<file path="src/rtl/tba_pkg.sv">
// Shared types, constants and helpers for the tick bar aggregator.
package tba_pkg;

    localparam int unsigned SYMBOL_SLOTS_DEF = 256;
    localparam int unsigned PRICE_BITS_DEF   = 32;
    localparam logic [15:0] PERIOD_RESET     = 16'd100;
    localparam int unsigned US_PER_MS        = 1000;
    localparam int unsigned DIV_BITS         = 64;
    localparam logic [15:0] COUNT_MAX        = 16'hFFFF;
    localparam logic [31:0] VOL_MAX          = 32'hFFFF_FFFF;
    localparam logic [47:0] SUM48_MAX        = 48'hFFFF_FFFF_FFFF;

    // Controller states.
    typedef enum logic [3:0] {
        ST_IDLE,
        ST_READ,
        ST_UPDATE,
        ST_CHECK,
        ST_DIV_VWAP,
        ST_START_BID,
        ST_DIV_BID,
        ST_START_ASK,
        ST_DIV_ASK,
        ST_OUT
    } state_t;

    // Which quotient the divider works on.
    typedef enum logic [1:0] {
        DSEL_VWAP,
        DSEL_BID,
        DSEL_ASK
    } div_sel_t;

    // Controller to datapath commands.
    typedef struct packed {
        logic     capture;     // latch the accepted request
        logic     mem_read;    // read the slot entry
        logic     update;      // fold the tick and write back
        logic     div_start;   // load the divider
        div_sel_t div_sel;
        logic     div_store;   // store the finished quotient
        logic     out_load;    // load the output register
    } tba_cmd_t;

    // Datapath to controller status.
    typedef struct packed {
        logic in_range;
        logic close_bar;
        logic div_done;
    } tba_stat_t;

    // Clamp a 64-bit quotient to 32 bits.
    function automatic logic [31:0] sat32(input logic [63:0] v);
        sat32 = (v[63:32] != 32'd0) ? 32'hFFFF_FFFF : v[31:0];
    endfunction

endpackage

</file>
<file path="src/rtl/tba_ctrl.sv">
// Controller state machine for the tick bar aggregator.
module tba_ctrl (
    input  logic                aclk,
    input  logic                aresetn,
    input  logic                s_valid,
    output logic                s_ready,
    output logic                m_valid,
    input  logic                m_ready,
    input  tba_pkg::tba_stat_t  stat,
    output tba_pkg::tba_cmd_t   cmd
);

    tba_pkg::state_t state_reg, state_next;
    logic            mval_reg, mval_next;

    always_ff @(posedge aclk) begin
        if (!aresetn) begin
            state_reg <= tba_pkg::ST_IDLE;
            mval_reg  <= 1'b0;
        end else begin
            state_reg <= state_next;
            mval_reg  <= mval_next;
        end
    end

    // Sequence each request; output register frees on handshake.
    always_comb begin
        state_next    = state_reg;
        mval_next     = mval_reg;
        cmd           = '0;
        cmd.div_sel   = tba_pkg::DSEL_VWAP;
        s_ready       = 1'b0;
        if (mval_reg && m_ready) mval_next = 1'b0;
        case (state_reg)
            tba_pkg::ST_IDLE: begin
                s_ready = 1'b1;
                if (s_valid) begin
                    cmd.capture = 1'b1;
                    state_next  = tba_pkg::ST_READ;
                end
            end
            tba_pkg::ST_READ: begin
                if (stat.in_range) begin
                    cmd.mem_read = 1'b1;
                    state_next   = tba_pkg::ST_UPDATE;
                end else begin
                    state_next = tba_pkg::ST_IDLE;
                end
            end
            tba_pkg::ST_UPDATE: begin
                cmd.update = 1'b1;
                state_next = tba_pkg::ST_CHECK;
            end
            // Start the first division on a closing bar, else drop back to idle
            tba_pkg::ST_CHECK: begin
                if (stat.close_bar) begin
                    cmd.div_start = 1'b1;
                    state_next    = tba_pkg::ST_DIV_VWAP;
                end else begin
                    state_next = tba_pkg::ST_IDLE;
                end
            end
            tba_pkg::ST_DIV_VWAP: begin
                cmd.div_sel = tba_pkg::DSEL_VWAP;
                if (stat.div_done) begin
                    cmd.div_store = 1'b1;
                    state_next    = tba_pkg::ST_START_BID;
                end
            end
            tba_pkg::ST_START_BID: begin
                cmd.div_sel   = tba_pkg::DSEL_BID;
                cmd.div_start = 1'b1;
                state_next    = tba_pkg::ST_DIV_BID;
            end
            tba_pkg::ST_DIV_BID: begin
                cmd.div_sel = tba_pkg::DSEL_BID;
                if (stat.div_done) begin
                    cmd.div_store = 1'b1;
                    state_next    = tba_pkg::ST_START_ASK;
                end
            end
            tba_pkg::ST_START_ASK: begin
                cmd.div_sel   = tba_pkg::DSEL_ASK;
                cmd.div_start = 1'b1;
                state_next    = tba_pkg::ST_DIV_ASK;
            end
            tba_pkg::ST_DIV_ASK: begin
                cmd.div_sel = tba_pkg::DSEL_ASK;
                if (stat.div_done) begin
                    cmd.div_store = 1'b1;
                    state_next    = tba_pkg::ST_OUT;
                end
            end
            tba_pkg::ST_OUT: begin
                if (!mval_reg || m_ready) begin
                    cmd.out_load = 1'b1;
                    mval_next    = 1'b1;
                    state_next   = tba_pkg::ST_IDLE;
                end
            end
            default: state_next = tba_pkg::ST_IDLE;
        endcase
    end

    assign m_valid = mval_reg;

endmodule

</file>
<file path="config.mk">
export PLATFORM = sky130hd
export DESIGN_NAME = tba_ctrl
export DESIGN_NICKNAME = d
export VERILOG_FILES = /design/src/rtl/tba_pkg.sv /design/src/rtl/tba_ctrl.sv
export SDC_FILE = /design/constraint.sdc
export NUM_CORES = 1
export LEC_CHECK = 0
export ABC_AREA = 0
export BUFFER_PORTS_ARGS = -buffer_cell sky130_fd_sc_hd__buf_4
export CAP_MARGIN = 10
export CORE_AREA = 2 2 39 41
export DETAILED_ROUTE_END_ITERATION = 8
export DIE_AREA = 0 0 41 43
export GPL_ROUTABILITY_DRIVEN = 1
export PLACE_DENSITY = 0.61
export SYNTH_ARGS = -nofsm -noshare
export SYNTH_HDL_FRONTEND = slang
export SYNTH_SLANG_ARGS = --single-unit
</file>
<file path="constraint.sdc">
create_clock -name aclk -period 1.5 [get_ports aclk]
set_input_delay 0.15 -clock aclk [delete_from_list [all_inputs] [get_ports aclk]]
set_output_delay 0.15 -clock aclk [all_outputs]
set_load 0.01 [all_outputs]
</file>
==> impl_metrics.json <==
{
  "crit_type": "flop to output port",
  "ys_types": 29,
  "slew_violations": 0,
  "async_flop_share": 0,
  "synth-seq-cells": 5,
  "final_cell_mix": "buf_4, nand2_1, a21oi_1",
  "start_kind": "flop",
  "fin_ws_ns": -0.02744,
  "multi_input_area_um2": 290.3,
  "total_power_mw": 0.4957,
  "placed_cells_incl_taps": 83,
  "ioPinCount": 17,
  "clock.fmax_ghz": 0.6547,
  "row_count": 14,
  "synth.area.mux_share": 0,
  "hpwl_um": 793.4,
  "syn2layout_area_growth_pct": 63.84,
  "cts_hold_buf": 0,
  "synth_compound_area_frac": 0.3019,
  "largest_reg_flops": 4,
  "period_share": 1.018,
  "outcome": "finished with violations",
  "antennaDiodeCount": 0,
  "htreeDepth": 1,
  "synth_edf_count": 0,
  "grt_max_degree": 13,
  "grt_setup_unrepaired": "yes",
  "path_delay_family": "simple AND/OR/NAND/NOR gates",
  "wl_per_cell_um": 13.03,
  "fin_util": 0.4711,
  "synth_nets": 59,
  "syn_area_um2": 397.9,
  "dpl-instance-area_um2": 538.0,
  "nets": 85,
  "core_um2": 1384,
  "via_per_inst": 5.118,
  "dieHeight_um": 43,
  "drc": 0,
  "holdWs_ns": 0.1543,
  "period_minus_slack_ns": 1.527,
  "gp_congestion": 0.7993,
  "cp_num_buf_inv": 1,
  "pre_cts_ws_ns": 0.1447,
  "p_per_area_nw_per_um2": 760.4,
  "postRouteAntennaNets": 0,
  "cts_tree": "built",
  "tns_ns": -0.02847,
  "grt_pass1_wl_mm": 1.711,
  "slowest_stage": "or3b_4",
  "critPathMaxFanout": 6,
  "firstDrtPassIters": 4,
  "drv_cap": 0,
  "overflow": 0,
  "die_area_um2": 1763,
  "nFillCells": 138,
  "initial_core_util": 0.2875,
  "wirelength_mm": 1.212,
  "layoutNonFillerInstCount": 93,
  "ys_seq_area_frac": 0.2516,
  "crit_required_ns": 1.35,
  "cp_slowest_stage_delay_ns": 0.45,
  "hold_viol": 0,
  "ir_worst_vdd_mv": 0.4235,
  "antenna_found_initial": 0,
  "syn_avg_cell_area_um2": 7.652,
  "worstHoldPathType": "input pin to flop",
  "design_area_um2": 651.9,
  "io_buffers": 16,
  "synth.yosys.warnings": 0,
  "vias": 476,
  "tightestPinTransition_ns": 0.3582,
  "synth_xor_area_frac": 0,
  "worstPathCellList": "or3b_4 > o22ai_2 > buf_4",
  "mostFrequentLayoutCell": "buf_4",
  "synthFlopType": "dfxtp_1",
  "yosys.area_share.adder": 0,
  "grt_usage": 0.1481,
  "synth_simple_gate_area_share": 0.3616,
  "synth_top_family_by_area": "simple AND/OR/NAND/NOR gates",
  "seq_area_um2": 108.9,
  "clockBufferDepth": 2,
  "cts_root_buf": "clkbuf_4",
  "setup_viol": 2,
  "grt_pass1_vias": 370,
  "clk_pin_slew_ns": 0.04,
  "syn-instance-count": 52,
  "slew_headroom": 0.7581,
  "violations": "setup timing",
  "numCtsBuffers": 3,
  "cp-end-kind": "output port",
  "arrival_ns": 1.38,
  "clkSinkCount": 5,
  "fin_skew_ns": 0.0009969,
  "worstSkewPairLatency_ns": 0.24,
  "drive_gt1_frac": 0.5065,
  "p_leak_nw": 0.2701,
  "die_w_um": 41,
  "drtIter0Drc": 12
}
[cells by family (layout without fill, tap and decap cells)]
logic type             after synthesis  count (layout)
buffers and inverters                7              32
DFF                                  5               5
and+or+nand+nor                     25              25
AOI/OAI and AO/OA                   15              15
[layer usage]
metal | share of wire | vias to the layer above | GRT usage
met5 | 0 | - | 0
met4 | 0.024 | 0 | 0.06000
met2 | 0.50 | 19 | 0.2031
li1 | - | 233 | -
met3 | 0.066 | 6 | 0.07853
met1 | 0.41 | 218 | 0.1879
[final cells by class]
class / instances / area share
multi-input combinational: 40 / 0.4453
timing repair buffer: 25 / 0.2994
clock buffer: 4 / 0.04031
inverter: 3 / 0.01727
tap: 16 / 0.03071
sequential: 5 / 0.1670
[worst paths after layout]
path / from / endpoint / slack, ns / depth (start not counted)
worst max-delay path: state_reg[2] / cmd[3] / -0.03 / 3
worst min-delay path: aresetn / state_reg[0] / 0.15 / 2
worst max register to register: state_reg[1] / state_reg[3] / 0.16 / 4
worst min register to register: state_reg[2] / state_reg[1] / 0.60 / 2
[timing repair]
item | CTS | global route
cloned | 0 | 0
buffers inserted | 1 | 5
pin swaps | 0 | 4
endpoints found under the setup margin | 4 | 6
resized for setup | 7 | 5
[where the power goes]
| part | total (mW) | internal, mW | switching (mW) |
|---|---|---|---|
| sequential | 0.159 | 0.142 | 0.0173 |
| clock | 0.158 | 0.101 | 0.0569 |
| combinational | 0.179 | 0.0956 | 0.0836 |
[cell usage after synthesis, drive strengths merged, types with 3 or more instances]
cell	instances	area (µm²)
nand2	6	22.52
a21oi	5	36.29
dfxtp	5	100.1
buf	4	22.52
nor2	4	15.01
inv	3	11.26
nand2b	3	18.77
nor2b	3	18.77
Power figures use the tool's default switching activity.
